## config.mk

```make
export PLATFORM = sky130hd
export DESIGN_NAME = circular_char_fifo
export DESIGN_NICKNAME = d
export VERILOG_FILES = /design/src/rtl/cfifo_pkg.sv /design/src/rtl/cfifo_ctrl.sv /design/src/rtl/cfifo_dp.sv /design/src/rtl/circular_char_fifo.sv
export SDC_FILE = /design/constraint.sdc
export NUM_CORES = 1
export LEC_CHECK = 0
export ABC_AREA = 1
export BUFFER_PORTS_ARGS = -buffer_cell sky130_fd_sc_hd__buf_2
export CORE_ASPECT_RATIO = 1.5
export CORE_MARGIN = 3
export CORE_UTILIZATION = 59
export CTS_CLUSTER_SIZE = 20
export DETAILED_ROUTE_END_ITERATION = 12
export PLACE_DENSITY = 0.8
export SYNTH_ARGS = -nofsm -noshare
export SYNTH_HDL_FRONTEND = slang
export SYNTH_SLANG_ARGS = --single-unit
```

## constraint.sdc

```tcl
create_clock -name i_clk -period 5.6 [get_ports i_clk]
set_clock_uncertainty 0.05 [all_clocks]
set_input_delay 0.28 -clock i_clk [delete_from_list [all_inputs] [get_ports i_clk]]
set_output_delay 0.28 -clock i_clk [all_outputs]
set_load 0.005 [all_outputs]
```

## src/rtl/cfifo_pkg.sv

```systemverilog
package cfifo_pkg;

    // Ring geometry
    localparam int MAX_DEPTH = 64;
    localparam int IDX_W     = $clog2(MAX_DEPTH);
    localparam int SIZE_W    = 7;
    localparam int BYTE_W    = 8;
    localparam int CMD_W     = 3;
    localparam int ERR_W     = 3;

    // Stream word layout
    localparam int S_TDATA_W = 16;
    localparam int M_TDATA_W = 16;

    // Ring size after reset
    localparam logic [SIZE_W-1:0] RING_SIZE_RST = SIZE_W'(MAX_DEPTH);

    typedef enum logic [CMD_W-1:0] {
        CMD_ENQUEUE = 3'd0,
        CMD_PEEK    = 3'd1,
        CMD_REMOVE  = 3'd2,
        CMD_DEQUEUE = 3'd3,
        CMD_CLEAR   = 3'd4
    } t_cmd;

    typedef enum logic [ERR_W-1:0] {
        ERR_OK            = 3'd0,
        ERR_ENQUEUE_FULL  = 3'd1,
        ERR_PEEK_EMPTY    = 3'd2,
        ERR_REMOVE_EMPTY  = 3'd3,
        ERR_DEQUEUE_EMPTY = 3'd4
    } t_err;

    typedef enum logic {
        ST_IDLE = 1'b0,
        ST_EXEC = 1'b1
    } t_state;

    // Controller to datapath commands
    typedef struct packed {
        logic capture;  // latch the incoming word
        logic commit;   // execute the command and load the result register
    } t_dp_ctrl;

endpackage

```

## src/rtl/cfifo_ctrl.sv

```systemverilog
module cfifo_ctrl
    import cfifo_pkg::*;
(
    input  logic     i_clk,
    input  logic     i_rst_n,
    input  logic     i_s_tvalid,
    input  logic     i_m_tready,
    output logic     o_s_tready,
    output logic     o_m_tvalid,
    output t_dp_ctrl o_ctrl
);

    t_state r_state, n_state;
    logic   r_out_valid, n_out_valid;

    // State and output-valid registers
    always_ff @(posedge i_clk) begin
        if (!i_rst_n) begin
            r_state     <= ST_IDLE;
            r_out_valid <= 1'b0;
        end else begin
            r_state     <= n_state;
            r_out_valid <= n_out_valid;
        end
    end

    // Next state and commands
    always_comb begin
        n_state        = r_state;
        o_s_tready     = 1'b0;
        o_ctrl.capture = 1'b0;
        o_ctrl.commit  = 1'b0;
        unique case (r_state)
            ST_IDLE: begin
                // Take no word while reset is held
                o_s_tready     = i_rst_n;
                o_ctrl.capture = i_s_tvalid && i_rst_n;
                if (i_s_tvalid) begin
                    n_state = ST_EXEC;
                end
            end
            ST_EXEC: begin
                // Execute only once the result register is free or draining
                if (!r_out_valid || i_m_tready) begin
                    o_ctrl.commit = 1'b1;
                    n_state       = ST_IDLE;
                end
            end
            default: begin
                n_state = ST_IDLE;
            end
        endcase
    end

    // Hold the result word until taken
    always_comb begin
        n_out_valid = r_out_valid;
        if (r_out_valid && i_m_tready) begin
            n_out_valid = 1'b0;
        end
        if (o_ctrl.commit) begin
            n_out_valid = 1'b1;
        end
    end

    assign o_m_tvalid = r_out_valid;

endmodule

```

## src/rtl/cfifo_dp.sv

```systemverilog
module cfifo_dp
    import cfifo_pkg::*;
(
    input  logic                 i_clk,
    input  logic                 i_rst_n,
    input  t_dp_ctrl             i_ctrl,
    input  logic [S_TDATA_W-1:0] i_s_tdata,
    input  logic                 i_cfg_we,
    input  logic [SIZE_W-1:0]    i_cfg_wdata,
    output logic [M_TDATA_W-1:0] o_m_tdata
);

    logic [BYTE_W-1:0] mem [MAX_DEPTH];

    logic [SIZE_W-1:0] r_ring_size;
    logic [IDX_W-1:0]  r_head, n_head;
    logic [IDX_W-1:0]  r_tail, n_tail;
    logic [CMD_W-1:0]  r_cmd;
    logic [BYTE_W-1:0] r_din;
    logic [BYTE_W-1:0] r_rd_data;

    logic [BYTE_W-1:0] r_out_data, n_out_data;
    logic              r_out_empty, n_out_empty;
    logic              r_out_full, n_out_full;
    t_err              r_out_err, n_out_err;

    logic [SIZE_W-1:0] size_used;
    logic              wr_en;
    logic              cur_empty;
    logic              cur_full;

    // Step an index by one and wrap at the ring size in use
    function automatic logic [IDX_W-1:0] advance(input logic [IDX_W-1:0] idx,
                                                  input logic [SIZE_W-1:0] sz);
        logic [SIZE_W-1:0] nxt;
        nxt = SIZE_W'(idx) + SIZE_W'(1);
        return (nxt >= sz) ? '0 : nxt[IDX_W-1:0];
    endfunction

    // Clamp the ring size register into 1..MAX_DEPTH
    always_comb begin
        if (r_ring_size == '0) begin
            size_used = SIZE_W'(1);
        end else if (r_ring_size > SIZE_W'(MAX_DEPTH)) begin
            size_used = SIZE_W'(MAX_DEPTH);
        end else begin
            size_used = r_ring_size;
        end
    end

    assign cur_empty = (r_head == r_tail);
    assign cur_full  = (advance(r_tail, size_used) == r_head);

    // Execute the latched command
    always_comb begin
        n_head     = r_head;
        n_tail     = r_tail;
        n_out_data = '0;
        n_out_err  = ERR_OK;
        wr_en      = 1'b0;
        case (t_cmd'(r_cmd))
            CMD_ENQUEUE: begin
                if (cur_full) begin
                    n_out_err = ERR_ENQUEUE_FULL;
                end else begin
                    wr_en  = 1'b1;
                    n_tail = advance(r_tail, size_used);
                end
            end
            CMD_PEEK: begin
                if (cur_empty) begin
                    n_out_err = ERR_PEEK_EMPTY;
                end else begin
                    n_out_data = r_rd_data;
                end
            end
            CMD_REMOVE: begin
                if (cur_empty) begin
                    n_out_err = ERR_REMOVE_EMPTY;
                end else begin
                    n_head = advance(r_head, size_used);
                end
            end
            CMD_DEQUEUE: begin
                if (cur_empty) begin
                    n_out_err = ERR_DEQUEUE_EMPTY;
                end else begin
                    n_out_data = r_rd_data;
                    n_head     = advance(r_head, size_used);
                end
            end
            CMD_CLEAR: begin
                n_head = '0;
                n_tail = '0;
            end
            default: begin
            end
        endcase
        n_out_empty = (n_head == n_tail);
        n_out_full  = (advance(n_tail, size_used) == n_head);
    end

    // Config register and ring indices
    always_ff @(posedge i_clk) begin
        if (!i_rst_n) begin
            r_ring_size <= RING_SIZE_RST;
            r_head      <= '0;
            r_tail      <= '0;
        end else begin
            if (i_cfg_we) begin
                r_ring_size <= i_cfg_wdata;
            end
            if (i_ctrl.commit) begin
                r_head <= n_head;
                r_tail <= n_tail;
            end
        end
    end

    // Latch the incoming word
    always_ff @(posedge i_clk) begin
        if (i_ctrl.capture) begin
            r_cmd <= i_s_tdata[CMD_W-1:0];
            r_din <= i_s_tdata[CMD_W +: BYTE_W];
        end
    end

    // Ring store: write at tail, registered read at head
    always_ff @(posedge i_clk) begin
        if (i_ctrl.commit && wr_en) begin
            mem[r_tail] <= r_din;
        end
        r_rd_data <= mem[r_head];
    end

    // Result register
    always_ff @(posedge i_clk) begin
        if (i_ctrl.commit) begin
            r_out_data  <= n_out_data;
            r_out_empty <= n_out_empty;
            r_out_full  <= n_out_full;
            r_out_err   <= n_out_err;
        end
    end

    assign o_m_tdata = {(M_TDATA_W - BYTE_W - 2 - ERR_W)'(0),
                        r_out_err, r_out_full, r_out_empty, r_out_data};

endmodule

```

## src/rtl/circular_char_fifo.sv

```systemverilog
// Byte FIFO in a 64-entry ring store. Each input word carries one command
// (enqueue, peek, remove, dequeue, clear) and yields exactly one result word
// with the peeked or dequeued byte, the empty and full flags after the
// command and an error code. The ring size register (1..64, reset 64; 0 acts
// as 1 and anything above 64 as 64) sets how many slots are in use; one slot
// always stays free, so capacity is ring size minus one. Each command is first
// accepted and latched, then executed against the head/tail registers and the
// ring store, whose read of the head entry is registered. A finished
// result waits in an output register, and the next command is accepted while
// it waits; execution of that command holds until the result register drains.
// No word is accepted while reset is held.
module circular_char_fifo
    import cfifo_pkg::*;
(
    input  logic                 i_clk,
    input  logic                 i_rst_n,
    input  logic                 s_axis_tvalid,
    output logic                 s_axis_tready,
    input  logic [S_TDATA_W-1:0] s_axis_tdata,  // [2:0] cmd, [10:3] data_in
    output logic                 m_axis_tvalid,
    input  logic                 m_axis_tready,
    output logic [M_TDATA_W-1:0] m_axis_tdata,  // [7:0] data_out, [8] is_empty,
                                                // [9] is_full, [12:10] err_code
    input  logic                 i_cfg_we,
    input  logic [SIZE_W-1:0]    i_cfg_wdata
);

    t_dp_ctrl ctrl;

    cfifo_ctrl u_ctrl (
        .i_clk      (i_clk),
        .i_rst_n    (i_rst_n),
        .i_s_tvalid (s_axis_tvalid),
        .i_m_tready (m_axis_tready),
        .o_s_tready (s_axis_tready),
        .o_m_tvalid (m_axis_tvalid),
        .o_ctrl     (ctrl)
    );

    cfifo_dp u_dp (
        .i_clk       (i_clk),
        .i_rst_n     (i_rst_n),
        .i_ctrl      (ctrl),
        .i_s_tdata   (s_axis_tdata),
        .i_cfg_we    (i_cfg_we),
        .i_cfg_wdata (i_cfg_wdata),
        .o_m_tdata   (m_axis_tdata)
    );

endmodule

```

# Word-level counts from Yosys, hierarchy flattened
# Memory sizes are Yosys's and may differ from the RTL's. A register that Yosys moved wholly into a read port is not among the register bits.
# Cells that the tools add are included.
# totals
reg_bits	45
ramBits	512
word_cells	67
out_inout_bits	18
mem_count	1
# mem_list
memory	depth	word_bits	read_ports	rd_ports_with_merged_regs	wr	line	source
u_dp.mem	64	8	1	1	1	cfifo_dp.sv:13	logic [BYTE_W-1:0] mem [MAX_DEPTH];
# classes
n_bitwise	2
order_cmp	4
n_mux	27
n_addsub	3
eq_ne	8
reduce_logical	11
# op_table
op	count
$mux 6	5
$eq 6x6->1	4
$pmux 6 s2	2
$add 6x1->7 const B	3
$ge 7x7->1	3
$mux 7	2
$mux 1	13
$pmux 3 s4	1
$gt 7x7->1 const B	1
$logic_not 7->1	1
$eq 3x2->1 const B	2
$reduce_or 2->1	3
$mux 2	2
$eq 3x1->1 const B	1
$eq 3x3->1 const B	1
$logic_and 1x1->1	3
$logic_not 3->1	1
$mux 3	1
$not 1->1	2
$pmux 1 s2	1
$reduce_bool 2->1	1
$logic_not 1->1	1
$logic_or 1x1->1	1

# Longest topological paths before layout
# Gate-level depths: netlist (run 1).
# logic_depth
ltp_word	12
mapped_depth	38

# Cells and area by module
# Synthesis (run 1) repeated with hierarchy kept, for this count alone.
# unflattened
cells_unflattened	1778
area_unflattened_um2	22990.8
# by_module_without_submodules
module	area_per_inst_um2	seq_area_each_um2	n_inst	cells_each
cfifo_dp	22887.0	16636.0	1	1761
cfifo_ctrl	103.8	40.0	1	17

# Worst setup path before layout (run 1)
# Ideal clock, no wire load.
# synth_path
path_kind	reg-to-reg
startpoint	reg u_dp.r_tail[0]
endpoint	reg u_dp.r_out_full, data pin
period_less_slack_ns	4.424
arrival_time_ns	4.239
slack_ns	1.176
path_buffers	1
path_stages_with_launch	33
path_cell_list	dfxtp_1 > ha_1 > nand3_1 > xor2_1 > ha_1 > nand2_1 > nand2_1 > a21oi_1 > buf_4 > nand3_1 > nand2_1 > nand2_1 > nand2_1 > nor2_4 > a21boi_2 > nand2_1 > nand2_4 > ha_1 > nand4_1 > nand2_1 > inv_1 > ha_1 > a21oi_1 > o21a_1 > nand3_1 > inv_1 > nand2_1 > xnor2_1 > a21oi_1 > nand3_1 > nor2_1 > nand2_1 > nor2_2
# synth_via
elab_chain_len	10
# synth_rtl
element	line	source
from (decl)	cfifo_dp.sv:17	logic [IDX_W-1:0] r_tail, n_tail;
from (signal assigned)	cfifo_dp.sv:115	r_tail <= n_tail;
$add 6x1->7	cfifo_dp.sv:36	nxt = SIZE_W'(idx) + SIZE_W'(1);
$ge 7x7->1	cfifo_dp.sv:37	return (nxt >= sz) ? '0 : nxt[IDX_W-1:0];
$mux 6	cfifo_dp.sv:37	
$eq 6x6->1	cfifo_dp.sv:52	assign cur_full = (advance(r_tail, size_used) == r_head);
$mux 6	cfifo_dp.sv:63	if (cur_full) begin
$pmux 6 s2 (*)	cfifo_dp.sv:61	case (t_cmd'(r_cmd))
net u_dp.n_tail[0]	cfifo_dp.sv:17	
$add 6x1->7 (*)	cfifo_dp.sv:36	
$ge 7x7->1	cfifo_dp.sv:37	
$mux 6 (*)	cfifo_dp.sv:37	
$eq 6x6->1 (*)	cfifo_dp.sv:100	n_out_full = (advance(n_tail, size_used) == n_head);
net u_dp.n_out_full	cfifo_dp.sv:24	logic r_out_full, n_out_full;
to (signal assigned)	cfifo_dp.sv:141	r_out_full <= n_out_full;
to (decl)	cfifo_dp.sv:24	
# The timed path passes the listed nets; every way through them passes the cells marked *.
# A chain may end at the register's enable or synchronous reset.

# Final worst setup path (run 1)
# layout_path
startpoint	reg u_dp.r_tail[2]
endpoint	reg u_dp.r_out_full, data pin
# layout_via
elab_chain_len	10
# layout_rtl
element	line
$add 6x1->7 (*)	cfifo_dp.sv:36
$ge 7x7->1	cfifo_dp.sv:37
$mux 6 (*)	cfifo_dp.sv:37
$eq 6x6->1	cfifo_dp.sv:52
$mux 6 (*)	cfifo_dp.sv:63
$pmux 6 s2 (*)	cfifo_dp.sv:61
net u_dp.n_tail[0]	cfifo_dp.sv:17
$add 6x1->7 (*)	cfifo_dp.sv:36
$ge 7x7->1	cfifo_dp.sv:37
$mux 6 (*)	cfifo_dp.sv:37
$eq 6x6->1 (*)	cfifo_dp.sv:100
net u_dp.n_out_full	cfifo_dp.sv:24
# Marks and branches as above.

==> results of run 1 <==
==> timing repair <==
action | CTS | global route
endpoints found under the setup margin | 0 | 1
endpoints found under the hold margin | 20 | 0
resized for setup | 0 | 4
hold buffers | 25 | 0
==> area by class of cell <==
type / count / area [um2] / share of cell area, %
well taps: 489 / 612 / 2.41
flip-flops and latches: 565 / 16700 / 65.6
repair buffers: 105 / 783 / 3.08
clock inverters: 22 / 134 / 0.527
multi-input cells: 1027 / 5580 / 22.0
inverters: 75 / 283 / 1.11
clock buffers: 63 / 1340 / 5.27
==> power by group <==
part / leakage (nW) / internal, mW / switching (mW) / total (mW)
sequential: 5.07 / 4.65 / 0.0439 / 4.69
combinational: 2.94 / 0.279 / 0.631 / 0.910
clock: 0.726 / 1.73 / 1.42 / 3.15
total: 8.73 / 6.66 / 2.10 / 8.76
==> layout by cell type (no fill, tap or decap), types with 3 or more instances in the layout <==
cell type,instances
nor2_1,116
nand3_1,76
nand4_1,18
clkbuf_16,50
nor3_1,4
o221ai_1,128
xor2_1,10
clkinv_1,8
nand2_2,11
dlygate4sd3_1,25
inv_1,69
nor2_2,4
edfxtp_1,536
nor4_1,3
dfxtp_1,25
o211ai_1,6
a21oi_1,279
nand2_4,5
o21ai_0,95
nand3_2,4
clkbuf_1,9
clkinv_2,11
clkbuf_8,4
buf_4,41
nand2_1,224
buf_2,37
inv_2,5
ha_1,24
conb_1,3
==> critical path: cells and delay by family, from the launching register on <==
kind | cells | cell delay (ns)
fa+ha+maj | 3 | 0.77
simple gates | 17 | 1.96
xor+xnor | 1 | 0.13
compound gates | 6 | 1.07
buf+inv | 3 | 0.45
flops | 1 | 0.54
==> logic make-up (layout without fill, tap and decap cells) <==
family	count (synthesis)	in the layout	share of synthesized area, %
flops	565	565	72.6
compound gates	516	516	13.5
simple gates	471	471	8.82
buf+inv	190	265	3.29
fa+ha+maj	24	24	1.31
xor+xnor	13	13	0.495
other cells	1	3	0.0163
==> worst max-delay path by stage <==
stage	startpoint	end
2_1_floorplan	u_dp.r_tail[0]	u_dp.r_out_full
3_3_place_gp	u_dp.r_tail[5]	u_dp.r_out_full
3_5_place_dp	u_dp.r_tail[5]	u_dp.r_out_full
4_1_cts	u_dp.r_tail[5]	u_dp.r_out_full
5_1_grt	u_dp.r_tail[5]	u_dp.r_out_full
6_report	u_dp.r_tail[2]	u_dp.r_out_full
==> per-layer routing <==
layer  GRT usage (%)  vias up
li1                -     6787
met1            32.8     7433
met2            46.1     1006
met3            4.08      197
met4            14.2        0
met5               0        -
==> flip-flops by register name, indices dropped and copies added, names as in the netlist <==
| name | flops |
|---|---|
| u_dp.r_din | 8 |
| u_dp.r_out_full | 1 |
| u_dp.mem | 512 |
| u_dp.r_rd_data | 8 |
| u_dp.r_out_empty | 1 |
| u_dp.r_tail | 6 |
| u_dp.r_out_err | 3 |
| u_dp.r_ring_size | 7 |
| u_dp.r_head | 6 |
| u_ctrl.o_m_tvalid | 1 |
| u_dp.r_cmd | 3 |
| u_ctrl.r_state | 1 |
| u_dp.r_out_data | 8 |
==> metrics by stage <==
| step | hold WS, ns | setup WS [ns] |
|---|---|---|
| 6_report | 0.0168 | 0.474 |
| 5_1_grt | 0.0272 | 0.0242 |
| 4_1_cts | 0.000844 | 0.366 |
| 3_5_place_dp | 0.409 | 0.401 |
| 3_3_place_gp | 0.407 | 0.595 |
| 2_1_floorplan | 0.329 | 1.18 |
==> run_results.csv, run 1 <==
group,metric,value,unit
setup_path,cp_max_fo,11,
drt,drt-pass1-iter-count,6,
floorplan,die_area,41400,um2
power,irDropWorstVdd,0.286,mV
setup_path,cp_data_required_time,5.98,ns
global_routing,grt_pass1_wl,85.5,mm
final_layout,fin_area,25400,um2
timing,hold_viol_final,0,
yosys,ys_types,38,
min_path,min_path_type,"in -> reg",
global_routing,antenna_found_initial,0,
drt,wl_per_cell,23.9,um
yosys,syn_inst,1780,
final_layout,area_delta_synth_final,10.6,%
timing,min_period,5.13,ns
global_routing,grt_max_degree,97,
yosys,yosysSeqAreaShare,72.6,%
clock_tree,clockBufferDepth,3,
final_layout,fin_util,66.9,%
clock_tree,clkTransAtPathRegs,0.07,ns
final_layout,fin_cells,2346,
drt,drtIter0Drc,1549,
placed_design,postPlaceCellArea,23700,um2
yosys,synthTopCellsByArea,"edfxtp_1 (70%), a21oi_1 (6.1%), o221ai_1 (4.9%)",
clock_tree,cts_inserted_buffers,47,
floorplan,die_height,248,um
drt,drcViolationCount,0,
yosys,syn-cell-area,23000,um2
setup_path,crit_top_cell,"nand2_1",
timing,timing.fmax,195,MHz
clock_tree,cts.sinks,565,
drt,via_per_inst,6.57,
placed_design,hpwl,32.6,mm
yosys,synth_ff_type,"edfxtp_1",
floorplan,start_util,60.5,%
drt,final_antenna_net_count,0,
final_layout,fillers,2495,
floorplan,die_x,167,um
yosys,yosysMostFrequentCell,"edfxtp_1",
setup_path,timing.rr.end,"u_dp.r_out_full",
yosys,synth_warnings,0,
final_layout,drive_above_1_share,10.1,%
global_routing,gr-total-overflow,0,
timing,maxSlewViolCount,0,
yosys,ys_top_cells_by_count,"edfxtp_1 (536), a21oi_1 (279), nand2_1 (228)",
global_routing,track_usage,26.7,%
setup_path,end_kind,"flip-flop",
final_layout,nets,1873,
setup_path,critical_path_arrival,5.50,ns
setup_path,reg2reg_depth,30,
timing,setup_tns,0,ns
yosys,synth_edf_count,536,
flow_run,cap_violations,0,
timing,worstMarginPinSlew,1.02,ns
global_routing,grt_pass1_vias,15300,
clock_tree,htree_levels,2,
clock_tree,cts_tree,"built",
timing,slew_headroom,31.7,%
setup_path,critical_path_class,"reg -> reg",
yosys,synth.avg_cell_area,12.9,um2
floorplan,core,38000,um2
yosys,synth_top_area_share,70.0,%
floorplan,ios,46,
placed_design,gp_congestion,0.945,
placed_design,io_buffers,37,
placed_design,dp_cells,2236,
setup_path,r2r_slack,0.47,ns
timing,period_share,91.5,%
setup_path,critPathMaxStageDelay,0.54,ns
min_path,hold_end,"u_dp.r_ring_size[3]",
drt,wl_met1,19.8,mm
setup_path,worst_path_max_delay_cell,"dfxtp_1",
clock_tree,clk-insertion-delay-late,0.57,ns
yosys,yosysTopAreaCell,"edfxtp_1",
clock_tree,clockRootBuffer,"clkbuf_16",
drt,top_layer_used,"met4",
final_layout,diodes,0,
clock_tree,cts_setup_buffers,0,
drt,drt_wl_total,56.2,mm
floorplan,row_count,87,
power,power,8.76,mW
min_path,hold_depth,3,
min_path,hp-start,"i_rst_n",
yosys,ys_ff_latch,565,
timing,setup_viol,0,
drt,vias,15400,
status,status,"finished clean",
timing,rsz0062_at_grt,"false",
drt,route.met3.wl,5.33,mm
setup_path,critPathLaunchType,"flip-flop",
drt,wl_met2,28.0,mm
power,powerDensity,344,nW/um2
setup_path,rr_startpoint,"u_dp.r_tail[2]",
power,total_leakage_power,8.73,nW
yosys,async_flop_share,0,%
No activity file was read; power rests on OpenSTA's default activity.
==> run 2, diff against run 1 <==
- REMOVE_ABC_BUFFERS: unset -> 1
==> run_results.csv, run 2 (synthesized netlist as in run 1, its figures left out) <==
group,metric,value,unit
drt,drcViolationCount,0,
global_routing,track_usage,27.6,%
setup_path,end_kind,"flip-flop",
floorplan,ios,46,
setup_path,worst_path_max_delay_cell,"dfxtp_1",
final_layout,mostFrequentLayoutCell,"edfxtp_1",
global_routing,grt_pass1_vias,15300,
drt,wl_per_cell,24.3,um
clock_tree,htree_levels,2,
timing,rsz0062_at_grt,"false",
drt,final_antenna_net_count,0,
final_layout,fillers,2510,
final_layout,final_cell_mix,"edfxtp_1 (536), a21oi_1 (279), nand2_1 (226)",
timing,period_share,92.5,%
timing,slew_headroom,32.2,%
placed_design,postPlaceCellArea,23900,um2
final_layout,nets,1903,
status,status,"finished clean",
global_routing,gr-total-overflow,0,
setup_path,r2r_slack,0.42,ns
min_path,hold_end,"u_dp.r_din[3]",
floorplan,row_count,87,
floorplan,die_x,167,um
clock_tree,clockRootBuffer,"clkbuf_16",
timing,maxSlewViolCount,0,
min_path,hp-start,"s_axis_tdata[6]",
drt,drt-pass1-iter-count,6,
power,irDropWorstVdd,0.293,mV
timing,holdWs,0.378,ns
clock_tree,cts_inserted_buffers,48,
setup_path,critical_path_arrival,5.57,ns
power,powerDensity,346,nW/um2
final_layout,regMostFlops,"u_dp.mem",
global_routing,antenna_found_initial,0,
final_layout,area_delta_synth_final,11.8,%
drt,drtIter0Drc,1702,
floorplan,die_height,248,um
drt,drt_wl_total,57.7,mm
timing,min_period,5.18,ns
timing,setup_tns,0,ns
setup_path,crit_top_cell,"nand2_1",
setup_path,rr_startpoint,"u_dp.r_tail[5]",
floorplan,core,38000,um2
global_routing,grt_max_degree,81,
drt,via_per_inst,6.45,
clock_tree,clk-insertion-delay-late,0.57,ns
timing,setup_viol,0,
placed_design,io_buffers,37,
setup_path,critical_path_class,"reg -> reg",
final_layout,fin_area,25700,um2
placed_design,hpwl,34.3,mm
final_layout,largest_reg_flops,512,
min_path,min_path_type,"in -> reg",
timing,timing.fmax,193,MHz
floorplan,start_util,60.5,%
floorplan,die_area,41400,um2
final_layout,drive_above_1_share,11.0,%
setup_path,reg2reg_depth,31,
timing,worstMarginPinSlew,1.02,ns
clock_tree,clkTransAtPathRegs,0.07,ns
min_path,hold_depth,2,
setup_path,cp_max_fo,11,
flow_run,cap_violations,0,
clock_tree,cts.sinks,565,
power,total_leakage_power,8.89,nW
clock_tree,cts_tree,"built",
clock_tree,cts_setup_buffers,0,
setup_path,critPathLaunchType,"flip-flop",
global_routing,grt_pass1_wl,87.7,mm
placed_design,gp_congestion,0.963,
timing,hold_viol_final,0,
clock_tree,clockBufferDepth,3,
final_layout,diodes,0,
setup_path,cp_data_required_time,5.99,ns
drt,vias,15300,
setup_path,timing.rr.end,"u_dp.r_out_full",
setup_path,critPathMaxStageDelay,0.47,ns
## run 2: cell count changes in the layout (fill, tap and decap cells not counted), moves of 3 or more
cell,before,now
buf_4,41,67
clkinv_2,11,5
clkbuf_1,9,13
dlygate4sd3_1,25,29
bufinv_16,1,4
## run 2: stage by stage
step	setup WS (ns)	util (%)	instances	power, mW
4_1_cts	0.335	67.6	2377	8.88
3_3_place_gp	0.517	62.8	2261	5.63
3_5_place_dp	0.357	62.8	2261	5.66
2_1_floorplan	-2.76	-	1667	5.35
6_report	0.421	67.6	2377	8.88
5_1_grt	0.00795	67.6	2377	9.13
## run 2: report_power, final
part,leakage (nW),internal (mW),total (mW),switching [mW]
Sequential,5.07,4.65,4.70,0.0539
Clock,0.739,1.83,3.27,1.43
Combinational,3.08,0.280,0.908,0.628
Total,8.89,6.77,8.88,2.11
## run 2: area by class of cell
type	instances	area, um2	share of cell area, %
Tap cell	489	612	2.38
Multi-Input combinational cell	1027	5580	21.7
Inverter	75	283	1.10
Timing Repair Buffer	134	998	3.89
Clock buffer	65	1320	5.12
Clock inverter	22	213	0.828
Sequential cell	565	16700	65.0
## run 2: routing by layer
layer / part of all wire (%) / vias up / global-route usage, %
met5: 0 / - / 0
met3: 8.4 / 176 / 3.84
met2: 51 / 863 / 47.9
met1: 34 / 7440 / 33.2
li1: - / 6845 / -
met4: 6.0 / 0 / 16.2
## run 2: worst max-delay path by stage
| stage | cells after the start | endpoint | from | slack, ns |
|---|---|---|---|---|
| global placement | 31 | u_dp.r_out_full | u_dp.r_tail[2] | 0.52 |
| CTS | 29 | u_dp.r_out_full | u_dp.r_tail[2] | 0.33 |
| global route | 33 | u_dp.r_out_full | u_dp.r_tail[4] | 0.008 |
| detailed placement | 29 | u_dp.r_out_full | u_dp.r_tail[2] | 0.36 |
| floorplan | 8 | u_dp.r_rd_data[4] | u_dp.r_head[0] | -2.76 |
| finish | 31 | u_dp.r_out_full | u_dp.r_tail[5] | 0.42 |
## run 2: repair_timing
action / in CTS / in global routing
hold buffers: 29 / 0
resized for setup: 0 / 3
endpoints found under the hold margin: 21 / 0
endpoints found under the setup margin: 0 / 1
## run 2: critical path, delay by kind of cell (launching register included)
kind                       cells  cell delay [ns]
and+or+nand+nor               21             2.70
adders and majority gates      3             0.77
AOI/OAI and AO/OA              4             0.71
DFF                            1             0.47
buffers and inverters          2             0.25
xor gates and xnor gates       1             0.13
==> run 3, diff against run 2 <==
- CELL_PAD_IN_SITES_DETAIL_PLACEMENT: unset -> 0
- CELL_PAD_IN_SITES_GLOBAL_PLACEMENT: unset -> 1
- CORE_UTILIZATION: 59 -> 52
- PLACE_DENSITY: 0.8 -> 0.83
- REMOVE_ABC_BUFFERS: 1 -> unset
==> run_results.csv, run 3 (synthesized netlist as in run 1, its figures left out) <==
group,metric,value,unit
power,p_sw,2.14,mW
power,power,9.07,mW
global_routing,track_usage,24.1,%
final_layout,drive_above_1_share,10.7,%
drt,drcViolationCount,0,
final_layout,fin_cells,2448,
timing,timing.fmax,196,MHz
placed_design,dp_cells,2325,
global_routing,grt_max_degree,82,
setup_path,crit_top_cell,"nand2_1",
setup_path,cp_max_fo,12,
clock_tree,clkTransAtPathRegs,0.07,ns
power,clockPowerShare,38.2,%
setup_path,critical_path_class,"reg -> reg",
clock_tree,clk-insertion-delay-late,0.57,ns
setup_path,end_kind,"flip-flop",
power,sw_frac_of_total,23.6,%
final_layout,mostFrequentLayoutCell,"edfxtp_1",
global_routing,grt_pass1_vias,14700,
drt,drt-pass1-iter-count,5,
setup_path,critical_path_arrival,5.49,ns
clock_tree,clockRootBuffer,"clkbuf_16",
floorplan,die_x,178,um
flow_run,cap_violations,0,
timing,maxSlewViolCount,0,
power,irDropWorstVdd,0.207,mV
power,seq_power_share,51.8,%
drt,wl_per_cell,23.1,um
clock_tree,cts_tree,"built",
final_layout,regMostFlops,"u_dp.mem",
floorplan,die_height,263,um
clock_tree,clockBufferDepth,3,
timing,setup_viol,0,
setup_path,critPathLaunchType,"flip-flop",
timing,slew_headroom,34.0,%
setup_path,worst_path_max_delay_cell,"dfxtp_1",
clock_tree,cts_inserted_buffers,49,
drt,via_per_inst,6.02,
status,status,"finished clean",
timing,worstMarginPinSlew,0.990,ns
placed_design,gp_congestion,0.876,
power,total_leakage_power,8.87,nW
timing,hold_viol_final,0,
clock_tree,cts.sinks,565,
setup_path,critPathMaxStageDelay,0.34,ns
final_layout,largest_reg_flops,512,
floorplan,core,43300,um2
floorplan,row_count,93,
drt,drtIter0Drc,1611,
final_layout,nets,1889,
power,powerDensity,351,nW/um2
floorplan,die_area,46800,um2
final_layout,final_cell_mix,"edfxtp_1 (536), a21oi_1 (279), nand2_1 (225)",
placed_design,io_buffers,37,
drt,final_antenna_net_count,0,
global_routing,gr-total-overflow,0,
timing,min_period,5.10,ns
min_path,min_path_type,"in -> reg",
global_routing,antenna_found_initial,0,
clock_tree,htree_levels,2,
floorplan,start_util,53.1,%
drt,vias,14700,
timing,period_share,91.0,%
drt,drt_wl_total,56.5,mm
floorplan,ios,46,
global_routing,grt_pass1_wl,86.0,mm
placed_design,hpwl,33.7,mm
final_layout,diodes,0,
final_layout,area_delta_synth_final,12.4,%
power,pwr-share-comb,10.0,%
power,internal-power,6.93,mW
setup_path,cp_data_required_time,5.99,ns
## run 3: changes by cell type in the layout (fill, tap and decap cells not counted), moves of 2 or more
cell,before,now
clkbuf_16,49,51
clkinvlp_4,2,0
buf_4,67,52
bufinv_16,4,6
inv_6,0,3
clkinv_1,10,13
clkbuf_1,13,11
## run 3: metal layers
metal	track usage, %	part of all wire, %	vias up	routed length (um)
met4	11.0	4.6	0	2610
met1	29.7	37	7225	21000
met2	42.1	52	581	29300
met5	0	0	-	0
li1	-	-	6812	-
met3	3.13	6.2	126	3530
## run 3: area by class of cell
| cell class | count | area (um2) |
|---|---|---|
| Timing Repair Buffer | 119 | 896 |
| Tap cell | 570 | 713 |
| Clock buffer | 66 | 1370 |
| Inverter | 75 | 284 |
| Fill cell | 3317 | 17500 |
| Clock inverter | 26 | 275 |
| Sequential cell | 565 | 16700 |
| Multi-Input combinational cell | 1027 | 5610 |
## run 3: critical path, delay by kind of cell (launching register included)
family,cells,cell delay (ns)
AO/OA/AOI/OAI,5,0.80
XOR/XNOR,1,0.13
adder cells (fa/ha/maj),3,0.78
buffers and inverters,5,0.66
flip-flops,1,0.34
AND/OR/NAND/NOR,19,2.21
## run 3: what timing repair did
action | CTS | global route
gates resized for setup | 0 | 7
endpoints found under the setup margin | 0 | 1
buffers inserted | 0 | 3
hold endpoints to repair | 20 | 0
hold buffers | 28 | 0
## run 3: stage by stage
stage	hold WS, ns	setup WS [ns]	util, %	setup TNS [ns]	area (um2)
final	0.0207	0.502	59.7	0	25800
after global placement	0.407	0.462	55.1	0	23900
after CTS	0.00555	0.299	59.6	0	25800
after detailed placement	0.408	0.341	55.1	0	23900
after floorplan	0.329	1.18	-	0	23000
after global routing	0.0147	-0.0282	59.7	-0.0282	25800
## run 3: power by group through the flow
stage	clock, mW	combinational, mW	sequential [mW]
4_1_cts	3.50	0.897	4.70
3_5_place_dp	0	0.877	4.79
6_report	3.47	0.907	4.70
3_3_place_gp	0	0.858	4.79
5_1_grt	3.68	1.01	4.70
2_1_floorplan	0	0.590	4.78
## run 3: final timing paths
| path | from | endpoint | slack [ns] | depth (start not counted) |
|---|---|---|---|---|
| max | u_dp.r_tail[0] | u_dp.r_out_full | 0.50 | 33 |
| min | i_rst_n | u_dp.r_tail[0] | 0.02 | 3 |
| max reg2reg | u_dp.r_tail[0] | u_dp.r_out_full | 0.50 | 33 |
| min reg2reg | u_dp.r_rd_data[0] | u_dp.r_out_data[0] | 0.48 | 2 |
